`config.mk`:
```
export PLATFORM = sky130hd
export DESIGN_NAME = path_length_point_thinning
export DESIGN_NICKNAME = d
export VERILOG_FILES = /design/src/sv/plpt_pkg.sv /design/src/sv/path_length_point_thinning.sv /design/src/sv/plpt_sqsum.sv /design/src/sv/plpt_isqrt.sv
export SDC_FILE = /design/constraint.sdc
export NUM_CORES = 2
export LEC_CHECK = 0
export ABC_AREA = 1
export BUFFER_PORTS_ARGS = -buffer_cell sky130_fd_sc_hd__buf_2
export CAP_MARGIN = 20
export CORE_MARGIN = 1.5
export CORE_UTILIZATION = 40
export CTS_CLUSTER_DIAMETER = 200
export DETAILED_ROUTE_END_ITERATION = 8
export REMOVE_ABC_BUFFERS = 1
export SYNTH_ARGS = -nofsm -noshare
export SYNTH_HDL_FRONTEND = slang
export SYNTH_SLANG_ARGS = --single-unit
export TNS_END_PERCENT = 20
```
`constraint.sdc`:
```
create_clock -name clk_i -period 8.6 [get_ports clk_i]
set_input_delay 0 -clock clk_i [delete_from_list [all_inputs] [get_ports clk_i]]
set_output_delay 0 -clock clk_i [all_outputs]
set_load 0.01 [all_outputs]
```
`src/sv/plpt_pkg.sv`:
```
package plpt_pkg;

  // resolution register width, fixed by the register map
  localparam int unsigned RES_W = 40;
  localparam logic [RES_W-1:0] RES_RESET = 40'd65536;

  typedef enum logic [2:0] {
    ST_IDLE,
    ST_DIFF,
    ST_SQ,
    ST_ROOT,
    ST_ACC,
    ST_CMP
  } state_e;

endpackage

```
`src/sv/path_length_point_thinning.sv`:
```
// Path-length point thinning. Each point (three signed fixed-point coordinates) is compared
// with the previous one; the floor square root of the squared step is added to a saturating
// path-length accumulator, and the point is passed on when the accumulator reaches the
// resolution register, which then clears the accumulator. The first point after reset is
// always passed on. Points are worked on one at a time: a new point is accepted only after
// the bit-serial sum of squares and then the bit-pair serial square root are through with
// the last one; the first point skips both and goes straight to the compare. A kept point
// sits in an output register, so a new point is accepted while it waits to be taken; a
// point that is itself kept waits in its last cycle until that register is free.
// The resolution register has reset value 1.0; cfg_ready_o is high only while the block
// is idle, and a pending write holds off new points.
module path_length_point_thinning #(
  parameter int unsigned COORD_WIDTH = 32,
  parameter int unsigned ACCUM_WIDTH = 40
) (
  input  logic                          clk_i,
  input  logic                          rst_ni,
  input  logic                          in_valid_i,
  output logic                          in_stall_o,
  input  logic signed [COORD_WIDTH-1:0] pos_x_i,
  input  logic signed [COORD_WIDTH-1:0] pos_y_i,
  input  logic signed [COORD_WIDTH-1:0] pos_z_i,
  output logic                          out_valid_o,
  input  logic                          out_stall_i,
  output logic signed [COORD_WIDTH-1:0] kept_x_o,
  output logic signed [COORD_WIDTH-1:0] kept_y_o,
  output logic signed [COORD_WIDTH-1:0] kept_z_o,
  input  logic                          cfg_valid_i,
  output logic                          cfg_ready_o,
  input  logic [plpt_pkg::RES_W-1:0]    cfg_data_i
);

  localparam int unsigned SQ_W   = 2 * COORD_WIDTH + 2;
  localparam int unsigned ROOT_W = COORD_WIDTH + 1;
  localparam int unsigned SUM_W  = ((ACCUM_WIDTH > ROOT_W) ? ACCUM_WIDTH : ROOT_W) + 1;

  plpt_pkg::state_e state_q, state_d;

  logic                       have_last_q, first_q;
  logic [COORD_WIDTH-1:0]     cur_x_q, cur_y_q, cur_z_q;
  logic [COORD_WIDTH-1:0]     last_x_q, last_y_q, last_z_q;
  logic [COORD_WIDTH-1:0]     dx_q, dy_q, dz_q;
  logic [ACCUM_WIDTH-1:0]     accum_q, res_cmp;
  logic [plpt_pkg::RES_W-1:0] resolution_q;
  logic                       out_valid_q;
  logic [COORD_WIDTH-1:0]     kept_x_q, kept_y_q, kept_z_q;

  logic              accept, out_free, emit, load_out;
  logic              sq_start, sq_done, rt_start, rt_done;
  logic [SQ_W-1:0]   sq;
  logic [ROOT_W-1:0] root;
  logic [SUM_W-1:0]  path_sum;
  logic              sat;

  function automatic logic [COORD_WIDTH-1:0] abs_diff(input logic [COORD_WIDTH-1:0] a,
                                                      input logic [COORD_WIDTH-1:0] b);
    if ($signed(a) > $signed(b)) return a - b;
    else return b - a;
  endfunction

  assign in_stall_o  = (state_q != plpt_pkg::ST_IDLE) || cfg_valid_i;
  assign accept      = in_valid_i && !in_stall_o;
  assign out_free    = !out_valid_q || !out_stall_i;
  assign cfg_ready_o = (state_q == plpt_pkg::ST_IDLE);

  // resolution is compared at the accumulator width
  assign res_cmp  = ACCUM_WIDTH'(resolution_q);
  assign emit     = first_q || (accum_q >= res_cmp);
  assign path_sum = SUM_W'(accum_q) + SUM_W'(root);
  assign sat      = |path_sum[SUM_W-1:ACCUM_WIDTH];

  plpt_sqsum #(
    .WIDTH(COORD_WIDTH)
  ) u_sqsum (
    .clk_i  (clk_i),
    .rst_ni (rst_ni),
    .start_i(sq_start),
    .op_x_i (dx_q),
    .op_y_i (dy_q),
    .op_z_i (dz_q),
    .done_o (sq_done),
    .sq_o   (sq)
  );

  plpt_isqrt #(
    .RAD_WIDTH(SQ_W)
  ) u_isqrt (
    .clk_i  (clk_i),
    .rst_ni (rst_ni),
    .start_i(rt_start),
    .rad_i  (sq),
    .done_o (rt_done),
    .root_o (root)
  );

  always_comb begin
    state_d  = state_q;
    sq_start = 1'b0;
    rt_start = 1'b0;
    load_out = 1'b0;
    unique case (state_q)
      plpt_pkg::ST_IDLE: begin
        if (accept) state_d = plpt_pkg::ST_DIFF;
      end
      plpt_pkg::ST_DIFF: begin
        if (first_q) begin
          state_d = plpt_pkg::ST_CMP;
        end else begin
          sq_start = 1'b1;
          state_d  = plpt_pkg::ST_SQ;
        end
      end
      plpt_pkg::ST_SQ: begin
        if (sq_done) begin
          rt_start = 1'b1;
          state_d  = plpt_pkg::ST_ROOT;
        end
      end
      plpt_pkg::ST_ROOT: begin
        if (rt_done) state_d = plpt_pkg::ST_ACC;
      end
      plpt_pkg::ST_ACC: begin
        state_d = plpt_pkg::ST_CMP;
      end
      plpt_pkg::ST_CMP: begin
        if (!emit) begin
          state_d = plpt_pkg::ST_IDLE;
        end else if (out_free) begin
          load_out = 1'b1;
          state_d  = plpt_pkg::ST_IDLE;
        end
      end
      default: state_d = plpt_pkg::ST_IDLE;
    endcase
  end

  always_ff @(posedge clk_i or negedge rst_ni) begin
    if (!rst_ni) begin
      state_q      <= plpt_pkg::ST_IDLE;
      have_last_q  <= 1'b0;
      first_q      <= 1'b0;
      accum_q      <= '0;
      out_valid_q  <= 1'b0;
      resolution_q <= plpt_pkg::RES_RESET;
    end else begin
      state_q     <= state_d;
      out_valid_q <= load_out || (out_valid_q && out_stall_i);
      if (accept) begin
        first_q     <= !have_last_q;
        have_last_q <= 1'b1;
      end
      if (state_q == plpt_pkg::ST_ACC) begin
        accum_q <= sat ? '1 : path_sum[ACCUM_WIDTH-1:0];
      end else if (load_out) begin
        accum_q <= '0;
      end
      if (cfg_valid_i && cfg_ready_o) resolution_q <= cfg_data_i;
    end
  end

  always_ff @(posedge clk_i) begin
    // previous point moves on for every point, kept or dropped
    if (accept) begin
      cur_x_q  <= pos_x_i;
      cur_y_q  <= pos_y_i;
      cur_z_q  <= pos_z_i;
      dx_q     <= abs_diff(pos_x_i, last_x_q);
      dy_q     <= abs_diff(pos_y_i, last_y_q);
      dz_q     <= abs_diff(pos_z_i, last_z_q);
      last_x_q <= pos_x_i;
      last_y_q <= pos_y_i;
      last_z_q <= pos_z_i;
    end
    if (load_out) begin
      kept_x_q <= cur_x_q;
      kept_y_q <= cur_y_q;
      kept_z_q <= cur_z_q;
    end
  end

  assign out_valid_o = out_valid_q;
  assign kept_x_o    = kept_x_q;
  assign kept_y_o    = kept_y_q;
  assign kept_z_o    = kept_z_q;

endmodule

```
`src/sv/plpt_sqsum.sv`:
```
module plpt_sqsum #(
  parameter int unsigned WIDTH = 32
) (
  input  logic                 clk_i,
  input  logic                 rst_ni,
  input  logic                 start_i,
  input  logic [WIDTH-1:0]     op_x_i,
  input  logic [WIDTH-1:0]     op_y_i,
  input  logic [WIDTH-1:0]     op_z_i,
  output logic                 done_o,
  output logic [2*WIDTH+1:0]   sq_o
);

  localparam int unsigned CNT_W = $clog2(WIDTH);
  localparam int unsigned SW    = WIDTH + 3;

  logic             busy_q, done_q;
  logic [CNT_W-1:0] cnt_q;
  logic [WIDTH-1:0] mx_q, my_q, mz_q;
  logic [WIDTH+1:0] hi_q;
  logic [WIDTH-1:0] lo_q;
  logic [SW-1:0]    pp_sum;

  // serial-parallel multiply: one multiplier bit of each axis per cycle,
  // the operands stay put on the inputs while busy
  assign pp_sum = SW'(hi_q)
                + SW'(mx_q[0] ? op_x_i : '0)
                + SW'(my_q[0] ? op_y_i : '0)
                + SW'(mz_q[0] ? op_z_i : '0);

  always_ff @(posedge clk_i or negedge rst_ni) begin
    if (!rst_ni) begin
      busy_q <= 1'b0;
      done_q <= 1'b0;
      cnt_q  <= '0;
    end else begin
      done_q <= 1'b0;
      if (start_i) begin
        busy_q <= 1'b1;
        cnt_q  <= CNT_W'(WIDTH - 1);
      end else if (busy_q) begin
        if (cnt_q == '0) begin
          busy_q <= 1'b0;
          done_q <= 1'b1;
        end else begin
          cnt_q <= cnt_q - 1'b1;
        end
      end
    end
  end

  always_ff @(posedge clk_i) begin
    if (start_i) begin
      mx_q <= op_x_i;
      my_q <= op_y_i;
      mz_q <= op_z_i;
      hi_q <= '0;
      lo_q <= '0;
    end else if (busy_q) begin
      mx_q <= mx_q >> 1;
      my_q <= my_q >> 1;
      mz_q <= mz_q >> 1;
      hi_q <= pp_sum[SW-1:1];
      lo_q <= {pp_sum[0], lo_q[WIDTH-1:1]};
    end
  end

  assign done_o = done_q;
  assign sq_o   = {hi_q, lo_q};

endmodule

```
`src/sv/plpt_isqrt.sv`:
```
module plpt_isqrt #(
  parameter int unsigned RAD_WIDTH = 66
) (
  input  logic                   clk_i,
  input  logic                   rst_ni,
  input  logic                   start_i,
  input  logic [RAD_WIDTH-1:0]   rad_i,
  output logic                   done_o,
  output logic [RAD_WIDTH/2-1:0] root_o
);

  localparam int unsigned QW    = RAD_WIDTH / 2;
  localparam int unsigned CNT_W = $clog2(QW);

  logic                 busy_q, done_q;
  logic [CNT_W-1:0]     cnt_q;
  logic [RAD_WIDTH-1:0] rad_q;
  logic [QW:0]          rem_q;
  logic [QW-1:0]        root_q;
  logic [QW+2:0]        rem_sh;
  logic [QW+1:0]        trial;
  logic [QW+3:0]        diff;
  logic                 fits;

  // restoring square root, one radicand digit pair per cycle from the top
  assign rem_sh = {rem_q, rad_q[RAD_WIDTH-1 -: 2]};
  assign trial  = {root_q, 2'b01};
  assign diff   = {1'b0, rem_sh} - {2'b00, trial};
  assign fits   = !diff[QW+3];

  always_ff @(posedge clk_i or negedge rst_ni) begin
    if (!rst_ni) begin
      busy_q <= 1'b0;
      done_q <= 1'b0;
      cnt_q  <= '0;
    end else begin
      done_q <= 1'b0;
      if (start_i) begin
        busy_q <= 1'b1;
        cnt_q  <= CNT_W'(QW - 1);
      end else if (busy_q) begin
        if (cnt_q == '0) begin
          busy_q <= 1'b0;
          done_q <= 1'b1;
        end else begin
          cnt_q <= cnt_q - 1'b1;
        end
      end
    end
  end

  always_ff @(posedge clk_i) begin
    if (start_i) begin
      rad_q  <= rad_i;
      rem_q  <= '0;
      root_q <= '0;
    end else if (busy_q) begin
      rad_q  <= rad_q << 2;
      rem_q  <= fits ? diff[QW:0] : rem_sh[QW:0];
      root_q <= {root_q[QW-2:0], fits};
    end
  end

  assign done_o = done_q;
  assign root_o = root_q;

endmodule

```
# [Word level (Yosys, flattened, before mapping)]
# Cells that the tools add are included.
[totals] ff_bits=684 word_cells=129 mem_bits_rw=0 mem_count=0 out_inout_bits=99 input_bits=141 mem_bits_ro=0 latchBits=0
[classes] add_sub_neg=13 n_reduce_logical=22 n_shift=0 order_cmp=4 mul=0 bitwise_logic=0 n_mux=50 n_div=0 eq_ne=11
[ops] op="$mux W32" n=12
[ops] op="$sub A32 B32 Y32" n=6
[ops] op="$mux W66" n=2
[ops] op="$mux W40" n=3
[ops] op="$gt A32 B32 Y1" n=3
[ops] op="$add A35 B35 Y35" n=2
[ops] op="$add A40 B33 Y41" n=1
[ops] op="$ge A40 B40 Y1" n=1
[ops] op="$sub A36 B35 Y37" n=1
[ops] op="$add A34 B35 Y35" n=1
[ops] op="$mux W34" n=1
[ops] op="$mux W1" n=19
[ops] op="$mux W3" n=6
[ops] op="$mux W6" n=3
[ops] op="$pmux W3 S6" n=1
[ops] op="$mux W5" n=3
[ops] op="$eq A3 B2 Y1 const B" n=2
[ops] op="$eq A3 B3 Y1 const B" n=2
[ops] op="$logic_not A6 Y1" n=1
[ops] op="$ne A2 B1 Y1 const B" n=3
[ops] op="$reduce_bool A2 Y1" n=3
[ops] op="$sub A6 B1 Y6 const B" n=1
[ops] op="$logic_not A1 Y1" n=5
[ops] op="$logic_not A5 Y1" n=1
[ops] op="other kinds (10)" n=17

# [Logic depth before layout (Yosys ltp)]
[depth] word_depth=7 ltp_mapped=22 mapped_depth_nobuf=22

# [Hierarchy]
# Synthesis repeated with hierarchy kept, for this count alone.
[hier_totals] hier_cells=6614 area_unflattened_um2=48898.1
[modules_own_cells] mod="path_length_point_thinning" cells_per_inst=3823 instances=1 area_per_inst_um2=28996.6 seq_area_each_um2=10801.6
[modules_own_cells] mod="plpt_sqsum" cells_per_inst=1610 instances=1 area_per_inst_um2=11614.9 seq_area_each_um2=4379.2
[modules_own_cells] mod="plpt_isqrt" cells_per_inst=1181 instances=1 area_per_inst_um2=8286.7 seq_area_each_um2=3523.4

# [Worst setup path after synthesis]
# Ideal clock, no wire load.
[synth_timing] path_type="register -> register" startpoint="reg state_q[0]" endpoint="reg have_last_q" stages_incl_launch_ff=7 setup_ps=89 period_less_slack_ps=5313 n_path_buf=0 t_arrival_ps=5224 setup_slack_ps=3287 cell_sequence="dfrtp_1 > nor2_1 > inv_1 > nor2_1 > nand3_1 > inv_1 > or2_2"
[synth_via] elab_chain_cells=4
[synth_rtl] element="start, declared" line="path_length_point_thinning.sv:37" rtl="plpt_pkg::state_e state_q, state_d;"
[synth_rtl] element="start signal, assigned" line="path_length_point_thinning.sv:139" rtl="state_q <= plpt_pkg::ST_IDLE;"
[synth_rtl] element="start signal, assigned" line="path_length_point_thinning.sv:146" rtl="state_q <= state_d;"
[synth_rtl] element="$reduce_bool A3 Y1" line="path_length_point_thinning.sv:61" rtl="assign in_stall_o = (state_q != plpt_pkg::ST_IDLE) || cfg_valid_i;"
[synth_rtl] element="$logic_or A1 B1 Y1" line="path_length_point_thinning.sv:61"
[synth_rtl] element="$logic_not A1 Y1" line="path_length_point_thinning.sv:62" rtl="assign accept = in_valid_i && !in_stall_o;"
[synth_rtl] element="$logic_and A1 B1 Y1" line="path_length_point_thinning.sv:62"
[synth_rtl] element="via accept" line="path_length_point_thinning.sv:48" rtl="logic accept, out_free, emit, load_out;"
[synth_rtl] element="end signal, assigned" line="path_length_point_thinning.sv:140" rtl="have_last_q <= 1'b0;"
[synth_rtl] element="end signal, assigned" line="path_length_point_thinning.sv:150" rtl="have_last_q <= 1'b1;"
[synth_rtl] element="end, declared" line="path_length_point_thinning.sv:39" rtl="logic have_last_q, first_q;"
# The timed path passes the listed nets, and every way through them passes these cells.
# A chain may end at the register's enable or synchronous reset.

# [Worst setup path after layout]
[layout_timing] startpoint="reg state_q[2]" endpoint="reg u_sqsum.my_q[16] (enable)"
[layout_via] elab_chain_cells=3
[layout_rtl] element="$eq A3 B1 Y1" line="path_length_point_thinning.sv:101" rtl="unique case (state_q)"
[layout_rtl] element="$mux W1" line="path_length_point_thinning.sv:101"
[layout_rtl] element="$reduce_bool A2 Y1 (no line)"
[layout_rtl] element="end signal, assigned" line="plpt_sqsum.sv:55" rtl="my_q <= op_y_i;"
[layout_rtl] element="end signal, assigned" line="plpt_sqsum.sv:61" rtl="my_q <= my_q >> 1;"
[layout_rtl] element="end, declared" line="plpt_sqsum.sv:19" rtl="logic [WIDTH-1:0] mx_q, my_q, mz_q;"
# Every way passes these cells.

==> results.ini <==
[status]
status=finished, final reports clean

[floorplanning]
die_area_mm2=0.125
die_w_um=353
initial_core_util=0.403
die_height_um=353
std_cell_rows=128
core-area_mm2=0.122
ios=240

[critical_path]
critPathRequiredTime_ps=8910
cp_cell_sequence=inv_1 -> nand3_1 -> nor2_4 -> buf_12 -> clkinv_2 -> nand2_4 -> buf_4
crit_fanout=163
slowest_stage=buf_4
startpoint_type=flip-flop
end_kind=flip-flop
cpPeakStageDelay_ps=760
critical_path.top_delay_family=buffers and inverters
critPathBufInv=4
arrival_ps=4200
crit_type=flip-flop to flip-flop

[layout]
drive_gt1_frac=0.0678
final_cell_mix=nand2_1 (2246), inv_1 (1099), nor2_1 (513)
final_nets=7621
area_delta_synth_final_pct=13.9
utilization=0.459
layout_commonest_cell=nand2_1
nFillCells=12534
instances_no_fill=8768

[global_routing]
grt_overflow=0
gr-usage-met3=0.0276
antenna_found_initial=1
grt_start_max_net_pins=164
use_met1=0.307
grt_pass1_wl_mm=238
met2_usage=0.422
grt_use_total=0.241
globalRoute.busiestLayer=met2
grt_pass1_vias=42281

[routing]
drtPass1Iterations=5
drcViolationCount=0
vias_per_cell=4.97
drt-total-wl_mm=153
via_count=43585
wl_per_cell_um=17.4
drt_iter0_drc=2887
ant_nets=0

[yosys]
synth_ff_type=edfxtp_1
ys_seq_area_frac=0.381
synth_top_family_by_area=simple AND/OR/NAND/NOR gates
synth_area_mm2=0.0491
synth.largest_area_cell=edfxtp_1
syn-mean-instance-area_um2=7.26
synthXorXnorAreaFrac=0.0285
ys_types=59
synth_mux_area_frac=0.000229
synthAdderAreaFrac=0.114
synth_edf_count=450
synth-seq-cells=684
async_reset_ff_frac=0.148
yosys_warnings=0
synth-compound-area-share=0.0972
synth-simple-area-share=0.274
synthCells=6768
yosysTopAreaCellShare=0.275
netlist_top_cells_area=edfxtp_1 (28%), nand2_1 (17%), ha_1 (8.5%)

[sta]
clock_skew_ps=36.3
period_needed_ps=3890
setup_viol_count_final=0
tightest_slew_ps=1150
slew_violations=0
finalCritPeriodShare=0.452
fin_hold_ws_ps=62.6
fin_setup_tns_ps=0
finalHoldViolCount=0
rsz0062_at_grt=false
maxSlewHeadroom=0.236
max_freq_ghz=0.257
worst_slack_ps=4710

[run]
drv_cap=0

[clock_tree]
clkTransAtPathRegs_ps=60
cts_made_buffers=82
tritoncts=built
cts_sinks=684
clockBufferDepth=3
htree_levels=3
cts_resized=0
root_buffer=clkbuf_16
insertion_delay_ps=700

[place]
portBuffers=239
dp.cells=8459
gp_congestion=0.954
post-place-ws_ps=4540
hpwlAfterDp_mm=119

[pwr]
ir_drop_mv=0.137
power.density_mw_per_mm2=136
leakage_nw=27.4

[hold_path]
hp-class=input pin to flip-flop

==> per-layer routing <==
metal / part of all wire / up-vias / wire, um
li1: - / 22080 / -
met1: 0.44 / 20432 / 67200
met2: 0.49 / 857 / 74500
met3: 0.039 / 216 / 5910
met4: 0.033 / 0 / 5030
met5: 0 / - / 0
==> report_power, final <==
group | switching, mW | internal, mW
sequential | 0 | 3.50
clock | 1.48 | 2.00
combinational | 0.414 | 0.234
total | 1.89 | 5.73
==> state kept, by name (all words and copies together) (netlist names), 33 cells and up <==
signal          cells
u_isqrt.rad_q      66
accum_q            40
res_cmp            40
u_isqrt.rem_q      34
u_sqsum.hi_q       34
u_isqrt.root_o     33
==> path summary, 6_finish.rpt <==
path | depth (start not counted) | slack [ps] | endpoint | startpoint
min reg2reg | 2 | 450 | u_sqsum.lo_q[25] | u_sqsum.lo_q[26]
max reg2reg | 7 | 4710 | u_sqsum.my_q[16] | state_q[2]
min in group asynchronous | 3 | 410 | res_cmp[16] | rst_ni
max in group asynchronous | 4 | 7390 | u_sqsum.busy_q | rst_ni
min | 2 | 60 | last_x_q[15] | pos_x_i[15]
max | 7 | 4710 | u_sqsum.my_q[16] | state_q[2]
==> final cells by class <==
cell class / instances / area [um^2] / share of cell area
Antenna cell: 1 / 2.50 / 0.0000447
Multi-Input combinational cell: 4770 / 25300 / 0.452
Clock buffer: 109 / 2230 / 0.0400
Timing Repair Buffer: 417 / 2970 / 0.0532
Clock inverter: 43 / 474 / 0.00848
Inverter: 1119 / 4220 / 0.0754
Sequential cell: 684 / 18700 / 0.334
Tap cell: 1625 / 2030 / 0.0364
==> synth_stat cells, types with 20 or more instances <==
cell type	number
edfxtp_1	450
nand4_1	69
o21bai_1	29
nand3_1	367
ha_1	335
o21ai_1	20
inv_1	1104
clkbuf_1	85
a21oi_1	452
buf_2	52
o22ai_1	33
dfxtp_1	133
nor2_1	515
nand2_2	21
o21ai_0	272
fa_1	71
nand2_1	2248
clkbuf_2	20
dfrtp_1	100
o21a_1	26
nor3_1	26
xor2_1	144
==> cell families after synthesis <==
family / count (synthesis)
and+or+nand+nor: 3316
buffers and inverters: 1314
AOI/OAI and AO/OA: 887
DFF: 684
adders and majority gates: 406
xor gates and xnor gates: 160
muxes: 1
==> stage by stage <==
stage	area (um^2)	total power [mW]
floorplan	48200	3.94
global placement	51600	4.15
detailed placement	51600	4.16
CTS	55900	7.74
global route	55900	7.93
finish	55900	7.63
==> what timing repair did <==
| item | in CTS | in global routing |
|---|---|---|
| endpoints found under the hold margin | 196 | 0 |
| buffers inserted | 0 | 0 |
| hold buffers | 155 | 0 |
Power figures use the tool's default switching activity.
